## config.mk

```make
export PLATFORM = sky130hd
export DESIGN_NAME = bresenham_line_tiles_core
export DESIGN_NICKNAME = d
export VERILOG_FILES = /design/src/rtl/core/blt_pkg.sv /design/src/rtl/core/blt_front.sv /design/src/rtl/core/blt_queue.sv /design/src/rtl/core/blt_back.sv /design/src/rtl/core/bresenham_line_tiles_core.sv
export SDC_FILE = /design/constraint.sdc
export NUM_CORES = 1
export LEC_CHECK = 0
export BUFFER_PORTS_ARGS = -buffer_cell sky130_fd_sc_hd__buf_2
export CORE_MARGIN = 1
export CORE_UTILIZATION = 30
export DETAILED_ROUTE_END_ITERATION = 7
export PLACE_DENSITY_LB_ADDON = 0.25
export SYNTH_ARGS = -nofsm -noshare
export SYNTH_HDL_FRONTEND = slang
export SYNTH_SLANG_ARGS = --single-unit
```

## constraint.sdc

```tcl
create_clock -name clk -period 4.4 [get_ports clk]
set_input_delay 0.44 -clock clk [delete_from_list [all_inputs] [get_ports clk]]
set_output_delay 0.44 -clock clk [all_outputs]
set_load 0.05 [all_outputs]
```

## src/rtl/core/blt_pkg.sv

```systemverilog
// ----------------------------------------------------------------------------
// blt_pkg
// Shared constants for the Bresenham line tile walker.
// ----------------------------------------------------------------------------
package blt_pkg;

  // error term needs two bits over the coordinate width (sign and doubling)
  localparam int ERR_GUARD_BITS = 2;

  // entries in the job queue between front and back
  localparam int QUEUE_DEPTH = 2;

endpackage

```

## src/rtl/core/blt_front.sv

```systemverilog
// ----------------------------------------------------------------------------
// blt_front
// Takes an endpoint pair and precomputes deltas, step signs and the
// starting error term; holds the resulting job for the queue.
// ----------------------------------------------------------------------------
module blt_front #(
  parameter int CB = 6,
  parameter int EW = CB + blt_pkg::ERR_GUARD_BITS,
  parameter int JW = 6 * CB + 2 + EW
) (
  input  logic            clk,
  input  logic            rst,
  input  logic            in_valid,
  output logic            in_ready,
  input  logic [4*CB-1:0] in_data,
  output logic            job_valid,
  input  logic            job_ready,
  output logic [JW-1:0]   job
);

  logic [CB-1:0] sx, sy, ex, ey;
  logic [CB-1:0] dx, dy;
  logic          sx_neg, sy_neg;
  logic [EW-1:0] err0;
  logic          job_vld;
  logic [JW-1:0] job_reg;

  assign sx = in_data[CB-1:0];
  assign sy = in_data[2*CB-1:CB];
  assign ex = in_data[3*CB-1:2*CB];
  assign ey = in_data[4*CB-1:3*CB];

  always_comb begin
    dx     = (ex > sx) ? ex - sx : sx - ex;
    dy     = (ey > sy) ? ey - sy : sy - ey;
    sx_neg = !(sx < ex);
    sy_neg = !(sy < ey);
    err0   = EW'(dx) - EW'(dy);
  end

  assign in_ready  = !job_vld || job_ready;
  assign job_valid = job_vld;
  assign job       = job_reg;

  always_ff @(posedge clk) begin
    if (rst) begin
      job_vld <= 1'b0;
    end else if (in_ready) begin
      job_vld <= in_valid;
    end
  end

  always_ff @(posedge clk) begin
    if (in_ready && in_valid) begin
      job_reg <= {err0, sy_neg, sx_neg, dy, dx, ey, ex, sy, sx};
    end
  end

endmodule

```

## src/rtl/core/blt_queue.sv

```systemverilog
// ----------------------------------------------------------------------------
// blt_queue
// Small register FIFO carrying precomputed line jobs to the walker.
// ----------------------------------------------------------------------------
module blt_queue #(
  parameter int W     = 8,
  parameter int DEPTH = 2
) (
  input  logic         clk,
  input  logic         rst,
  input  logic         push_valid,
  output logic         push_ready,
  input  logic [W-1:0] push_data,
  output logic         pop_valid,
  input  logic         pop_ready,
  output logic [W-1:0] pop_data
);

  localparam int AW = (DEPTH > 1) ? $clog2(DEPTH) : 1;
  localparam int CW = $clog2(DEPTH + 1);

  logic [W-1:0]  mem [DEPTH];
  logic [AW-1:0] wptr, rptr;
  logic [CW-1:0] count;
  logic          do_push, do_pop;

  assign push_ready = (count != CW'(DEPTH));
  assign pop_valid  = (count != '0);
  assign pop_data   = mem[rptr];
  assign do_push    = push_valid && push_ready;
  assign do_pop     = pop_valid && pop_ready;

  always_ff @(posedge clk) begin
    if (rst) begin
      wptr  <= '0;
      rptr  <= '0;
      count <= '0;
    end else begin
      if (do_push) begin
        wptr <= (wptr == AW'(DEPTH - 1)) ? '0 : wptr + 1'b1;
      end
      if (do_pop) begin
        rptr <= (rptr == AW'(DEPTH - 1)) ? '0 : rptr + 1'b1;
      end
      if (do_push && !do_pop) begin
        count <= count + 1'b1;
      end else if (do_pop && !do_push) begin
        count <= count - 1'b1;
      end
    end
  end

  always_ff @(posedge clk) begin
    if (do_push) begin
      mem[wptr] <= push_data;
    end
  end

endmodule

```

## src/rtl/core/blt_back.sv

```systemverilog
// ----------------------------------------------------------------------------
// blt_back
// Bresenham stepper: loads a job, then emits one tile per cycle into an
// output register, unless out_ready stalls it, until the end point is reached.
// ----------------------------------------------------------------------------
module blt_back #(
  parameter int CB = 6,
  parameter int EW = CB + blt_pkg::ERR_GUARD_BITS,
  parameter int JW = 6 * CB + 2 + EW
) (
  input  logic          clk,
  input  logic          rst,
  input  logic          job_valid,
  output logic          job_ready,
  input  logic [JW-1:0] job,
  output logic          out_valid,
  input  logic          out_ready,
  output logic [CB-1:0] out_x,
  output logic [CB-1:0] out_y,
  output logic          out_last
);

  logic [CB-1:0] cur_x, cur_y, tgt_x, tgt_y, dx, dy;
  logic          sx_neg, sy_neg;
  logic [EW-1:0] err;
  logic          busy;
  logic          adv, at_end;
  logic          step_x, step_y;
  logic signed [EW:0] e2, ndy, pdx;
  logic [EW-1:0] err_next;
  logic          ovld;

  assign job_ready = !busy;
  assign adv       = busy && (!ovld || out_ready);
  assign at_end    = (cur_x == tgt_x) && (cur_y == tgt_y);
  assign out_valid = ovld;

  always_comb begin
    e2       = {err, 1'b0};
    ndy      = -$signed((EW+1)'(dy));
    pdx      = $signed((EW+1)'(dx));
    step_x   = e2 > ndy;
    step_y   = e2 < pdx;
    err_next = err - (step_x ? EW'(dy) : '0) + (step_y ? EW'(dx) : '0);
  end

  always_ff @(posedge clk) begin
    if (rst) begin
      busy <= 1'b0;
      ovld <= 1'b0;
    end else begin
      if (!busy && job_valid) begin
        busy <= 1'b1;
      end else if (adv && at_end) begin
        busy <= 1'b0;
      end
      if (adv) begin
        ovld <= 1'b1;
      end else if (out_ready) begin
        ovld <= 1'b0;
      end
    end
  end

  always_ff @(posedge clk) begin
    if (!busy && job_valid) begin
      {err, sy_neg, sx_neg, dy, dx, tgt_y, tgt_x, cur_y, cur_x} <= job;
    end else if (adv && !at_end) begin
      err <= err_next;
      if (step_x) begin
        cur_x <= sx_neg ? cur_x - 1'b1 : cur_x + 1'b1;
      end
      if (step_y) begin
        cur_y <= sy_neg ? cur_y - 1'b1 : cur_y + 1'b1;
      end
    end
  end

  always_ff @(posedge clk) begin
    if (adv) begin
      out_x    <= cur_x;
      out_y    <= cur_y;
      out_last <= at_end;
    end
  end

endmodule

```

## src/rtl/core/bresenham_line_tiles_core.sv

```systemverilog
// ----------------------------------------------------------------------------
// bresenham_line_tiles_core
// Path: front register, job queue, walker load, walker output register.
// Throughput: a line of N = max(|dx|,|dy|)+1 tiles needs one load and then
//   one tile per cycle, unless m_tready stalls, in the back's single stepper.
// The front part and a 2-entry job queue take up to three further lines.
// Reset: synchronous, clears all valid flags and the walker busy flag.
// ----------------------------------------------------------------------------
module bresenham_line_tiles_core #(
  parameter int COORD_BITS = 6
) (
  input  logic                   clk,
  input  logic                   rst,
  input  logic                   s_tvalid,
  output logic                   s_tready,
  // start_x, start_y, end_x, end_y, zero pad
  input  logic [((4*COORD_BITS+7)/8)*8-1:0] s_tdata,
  output logic                   m_tvalid,
  input  logic                   m_tready,
  // tile_x, tile_y, zero pad
  output logic [((2*COORD_BITS+7)/8)*8-1:0] m_tdata,
  // last_tile
  output logic                   m_tlast
);

  localparam int CB = COORD_BITS;
  localparam int EW = CB + blt_pkg::ERR_GUARD_BITS;
  localparam int JW = 6 * CB + 2 + EW;
  localparam int OW = ((2 * CB + 7) / 8) * 8;

  logic          f_valid, f_ready;
  logic [JW-1:0] f_job;
  logic          q_valid, q_ready;
  logic [JW-1:0] q_job;
  logic [CB-1:0] tx, ty;

  blt_front #(.CB(CB), .EW(EW), .JW(JW)) u_front (
    .clk       (clk),
    .rst       (rst),
    .in_valid  (s_tvalid),
    .in_ready  (s_tready),
    .in_data   (s_tdata[4*CB-1:0]),
    .job_valid (f_valid),
    .job_ready (f_ready),
    .job       (f_job)
  );

  blt_queue #(.W(JW), .DEPTH(blt_pkg::QUEUE_DEPTH)) u_queue (
    .clk        (clk),
    .rst        (rst),
    .push_valid (f_valid),
    .push_ready (f_ready),
    .push_data  (f_job),
    .pop_valid  (q_valid),
    .pop_ready  (q_ready),
    .pop_data   (q_job)
  );

  blt_back #(.CB(CB), .EW(EW), .JW(JW)) u_back (
    .clk       (clk),
    .rst       (rst),
    .job_valid (q_valid),
    .job_ready (q_ready),
    .job       (q_job),
    .out_valid (m_tvalid),
    .out_ready (m_tready),
    .out_x     (tx),
    .out_y     (ty),
    .out_last  (m_tlast)
  );

  assign m_tdata = OW'({ty, tx});

endmodule
```

==> tab_implementation.tex <==
\begin{tabular}{lr}
\hline
Metric & Value \\
\hline
\multicolumn{2}{l}{\textbf{Outcome}} \\
Result of the run & finished clean \\
\multicolumn{2}{l}{\textbf{Critical path}} \\
Data required, critical path & 4.65 ns \\
Start of the worst register-to-register path & u\_back.dy[0]\$\_DFFE\_PP\_ \\
Kind of start point of the critical path & flop \\
End of the critical path & u\_back.err[6]\$\_DFFE\_PP\_ \\
Logic depth of the worst path, buffers included & 16 \\
CP max stage cell & sky130\_fd\_sc\_hd\_\_fa\_1 \\
Category of the most critical setup path & flop to flop \\
Buf+Inv Stages, Crit Path & 1 \\
Crit-path cells & inv\_1, ha\_1, nor4bb\_1, ha\_1, nand3\_1, nor4\_1, mux2\_2, a31o\_2, nor2\_1, fa\_1, fa\_1, nor2b\_1, o21ai\_1, a21boi\_1, or3\_1, nand3\_1 \\
Arr. time, crit path & 4.32 ns \\
Kind of cell adding the most delay to the critical path & adder cells \\
Maximum net fanout on the critical path & 4 \\
Slack of the worst reg-to-reg path & about 0.32 ns \\
Category of the worst setup path capture point & flop \\
Cell depth of the worst flop-to-flop path & 16 \\
Reg-to-reg endpoint & u\_back.err[6]\$\_DFFE\_PP\_ \\
Highest cell delay on the worst timing path & slightly below 0.5 ns \\
Worst setup path startpoint & u\_back.dy[0]\$\_DFFE\_PP\_ \\
\multicolumn{2}{l}{\textbf{Timing}} \\
Time the final worst path needs with I/O delays and setup & 4.08 ns \\
Final-report max-slew violation count & 0 \\
Least-Margin Pin Slew & 0.949 ns \\
Worst clock skew & 0.0185 ns \\
Final-report hold violation count & 0 \\
Max\_slew headroom & 36.1\% \\
Worst-case setup margin in the final layout & approximately 0.32 ns \\
TNS Setup & 0 ns \\
Highest attainable clock frequency & 245 MHz \\
Minimum hold slack & 0.142 ns \\
Tcrit/Tclk final & 92.7\% \\
Unrepaired setup endpoints after global routing & no \\
Number of endpoints failing setup at the final stage & 0 \\
\multicolumn{2}{l}{\textbf{Floorplanning}} \\
Number of placement rows & 65 \\
Floorplan die height & 182 um \\
Total Die Area & 33100 um\^{}2 \\
Horizontal extent of the die & around 180 um \\
Boundary Pins & 47 \\
Floorplan Core Area & 31700 um\^{}2 \\
Initial Util & a little under a third \\
\multicolumn{2}{l}{\textbf{Final layout}} \\
Number of flip-flops under the largest register name & 90 \\
Antenna diode count & 0 \\
NumNets Final & 854 \\
Share of cells above drive strength 1 & 16.9\% \\
Final Util & 34.8\% \\
Area grow syn2layout & 13.7\% \\
\multicolumn{2}{l}{\textbf{Synth}} \\
Most instantiated flip-flop cell in the synthesis netlist & sky130\_fd\_sc\_hd\_\_edfxtp\_1 \\
Number of enable-type register cells in the synthesized netlist & $\sim$190 \\
Syn\_area\_per\_cell & 14.0 um\^{}2 \\
Top cells by area, synth & sky130\_fd\_sc\_hd\_\_edfxtp\_1, sky130\_fd\_sc\_hd\_\_ha\_1, sky130\_fd\_sc\_hd\_\_mux2\_2 \\
Sequential fraction of the synthesis area & 61.7\% \\
Cell accounting for the most synthesized area & sky130\_fd\_sc\_hd\_\_edfxtp\_1 \\
Combined area of all synthesized cells & 9710 um\^{}2 \\
Seq cells post-synth & 202 \\
Count of different cell masters after synthesis & 57 \\
Synth top area share & 60.0\% \\
Synthesis warning total & 0 \\
Top-count cell post-synth & sky130\_fd\_sc\_hd\_\_edfxtp\_1 \\
Most frequent cells after synthesis & sky130\_fd\_sc\_hd\_\_edfxtp\_1, sky130\_fd\_sc\_hd\_\_inv\_1, sky130\_fd\_sc\_hd\_\_ha\_1 \\
Asr flop ratio synth & 0\% \\
Synthesized instance count & 695 \\
\multicolumn{2}{l}{\textbf{Placement}} \\
Port Buf Inserts & 42 \\
Final HPWL DP & $\sim$13000 um \\
Worst-case setup slack after placement & 0.223 ns \\
Final weighted congestion of routability-driven global placement & about 0.81 \\
\multicolumn{2}{l}{\textbf{Clock tree}} \\
Worst-Skew Late Latency & 0.51 ns \\
Total clock buffers created by CTS & 22 \\
Number of clock sinks & just over 200 \\
TritonCTS clock tree & done \\
H-Tree Depth & 1 \\
Number of buffers added for setup after CTS & 0 \\
Clock transition at the register clock pins on the worst setup and hold paths after CTS & 0.07 ns \\
CTS Buffer Depth & 3 \\
Cell at the root of the clock tree & sky130\_fd\_sc\_hd\_\_clkbuf\_16 \\
\multicolumn{2}{l}{\textbf{Drt}} \\
Final wirelength & approximately 18000 um \\
Total number of vias & $\sim$5200 \\
Avg Vias per Cell & 4.47 \\
First drt pass iteration count & 4 \\
DR WL/cell & between 15 and 20 um \\
Count of nets left with antenna violations after detail routing & 0 \\
DR DRC count & 0 \\
Initial drt markers & 240 \\
\multicolumn{2}{l}{\textbf{Global route}} \\
Number of antenna violations at the first check in global routing & 0 \\
Largest net degree at the start of global routing & 46 \\
Vias in the first global route & 5148 \\
Wire length of the first global-routing pass & 29100 um \\
Leftover overflow at the end of global routing & 0 \\
Total global-route track usage & 11.3\% \\
\multicolumn{2}{l}{\textbf{Power}} \\
Max rail drop VDD & about 0.00040 V \\
Cell Pwr Density & 745 nW/um\^{}2 \\
Leakage power of the design & 0.00424 uW \\
\multicolumn{2}{l}{\textbf{Hold path}} \\
Min-delay worst type & input port to flop \\
\multicolumn{2}{l}{\textbf{Run}} \\
Max Cap Viol & 0 \\
\hline
\end{tabular}
[stage by stage]
step | std cells | total power, uW | instance area (um^2)
2_1_floorplan | 698 | 5700 | 9720
3_3_place_gp | 1129 | 6610 | 10400
3_5_place_dp | 1129 | 6640 | 10400
4_1_cts | 1169 | 8320 | 11000
5_1_grt | 1169 | 8890 | 11000
6_report | 1169 | 8220 | 11000
[worst min path at each step]
stage / startpoint / to / slack, ns / cells after the start
after floorplan: u_front.job[0]$_DFFE_PP_ / u_queue.mem[0][0]$_DFFE_PP_ / 0.42 / 0
after global placement: u_front.job[30]$_DFFE_PP_ / u_queue.mem[0][30]$_DFFE_PP_ / 0.42 / 0
after detailed placement: u_front.job[34]$_DFFE_PP_ / u_queue.mem[1][34]$_DFFE_PP_ / 0.43 / 0
after CTS: s_tdata[9] / u_front.job[9]$_DFFE_PP_ / 0.12 / 1
after global routing: s_tdata[3] / u_front.job[3]$_DFFE_PP_ / 0.12 / 1
final: s_tdata[3] / u_front.job[3]$_DFFE_PP_ / 0.14 / 1
[metal layers]
metal / track usage [%] / up-vias / share of wire, %
met5: 0 / - / 0
met4: 3.76 / 0 / 2.2
met3: 1.83 / 31 / 3.4
met2: 17.6 / 101 / 44
met1: 16.1 / 2475 / 50
li1: - / 2613 / -
[cells in the final DEF (no fill, tap or decap), types with 5 or more instances in the layout]
master	count
sky130_fd_sc_hd__buf_2	42
sky130_fd_sc_hd__mux2_2	31
sky130_fd_sc_hd__nor2_1	24
sky130_fd_sc_hd__edfxtp_1	194
sky130_fd_sc_hd__clkinv_1	6
sky130_fd_sc_hd__nand3_1	5
sky130_fd_sc_hd__a211oi_1	6
sky130_fd_sc_hd__xnor2_1	30
sky130_fd_sc_hd__nand2_1	31
sky130_fd_sc_hd__inv_1	80
sky130_fd_sc_hd__buf_4	7
sky130_fd_sc_hd__fa_1	13
sky130_fd_sc_hd__clkinv_2	6
sky130_fd_sc_hd__ha_1	62
sky130_fd_sc_hd__nor3_1	6
sky130_fd_sc_hd__clkbuf_16	22
sky130_fd_sc_hd__nand3b_1	5
sky130_fd_sc_hd__mux2i_1	21
sky130_fd_sc_hd__o21ai_0	17
sky130_fd_sc_hd__dfxtp_1	7
sky130_fd_sc_hd__xor2_1	17
sky130_fd_sc_hd__nand2b_1	7
sky130_fd_sc_hd__a21oi_1	31
sky130_fd_sc_hd__and2_1	8
sky130_fd_sc_hd__nor2b_1	11
sky130_fd_sc_hd__a21o_1	11
sky130_fd_sc_hd__o211ai_1	7
[report_power, final]
group / switching [uW] / internal [uW]
Clock: 728 / 920
Combinational: 2030 / 1420
Sequential: 292 / 2820
Total: 3050 / 5170
[cell families after synthesis]
family	Yosys count	synth area share (%)
fa+ha+maj	75	10.7
buf+inv	101	4.38
simple gates	118	6.34
xor+xnor	47	4.24
other cells	1	0.0386
mux	52	5.76
flops	202	61.7
compound gates	99	6.88
[final cells by class]
type,count,area (um^2)
Fill cell,3083,20700
Sequential cell,202,5990
Multi-Input combinational cell,395,3320
Clock buffer,23,554
Tap cell,402,503
Inverter,81,304
Timing Repair Buffer,49,263
Clock inverter,17,100
[repair_timing]
item	CTS	global route
hold buffers	0	0
resized for setup	0	4
endpoints found under the setup margin	0	4
[worst reg2reg max path, delay by kind of cell, from the launching register on]
family	cells	cell delay, ns
buffers and inverters	1	0.12
and+or+nand+nor	7	0.97
DFF	1	0.42
adders and majority gates	4	1.50
muxes	1	0.27
AOI/OAI and AO/OA	3	0.56
Note: power is estimated with default switching activity, not from simulation.
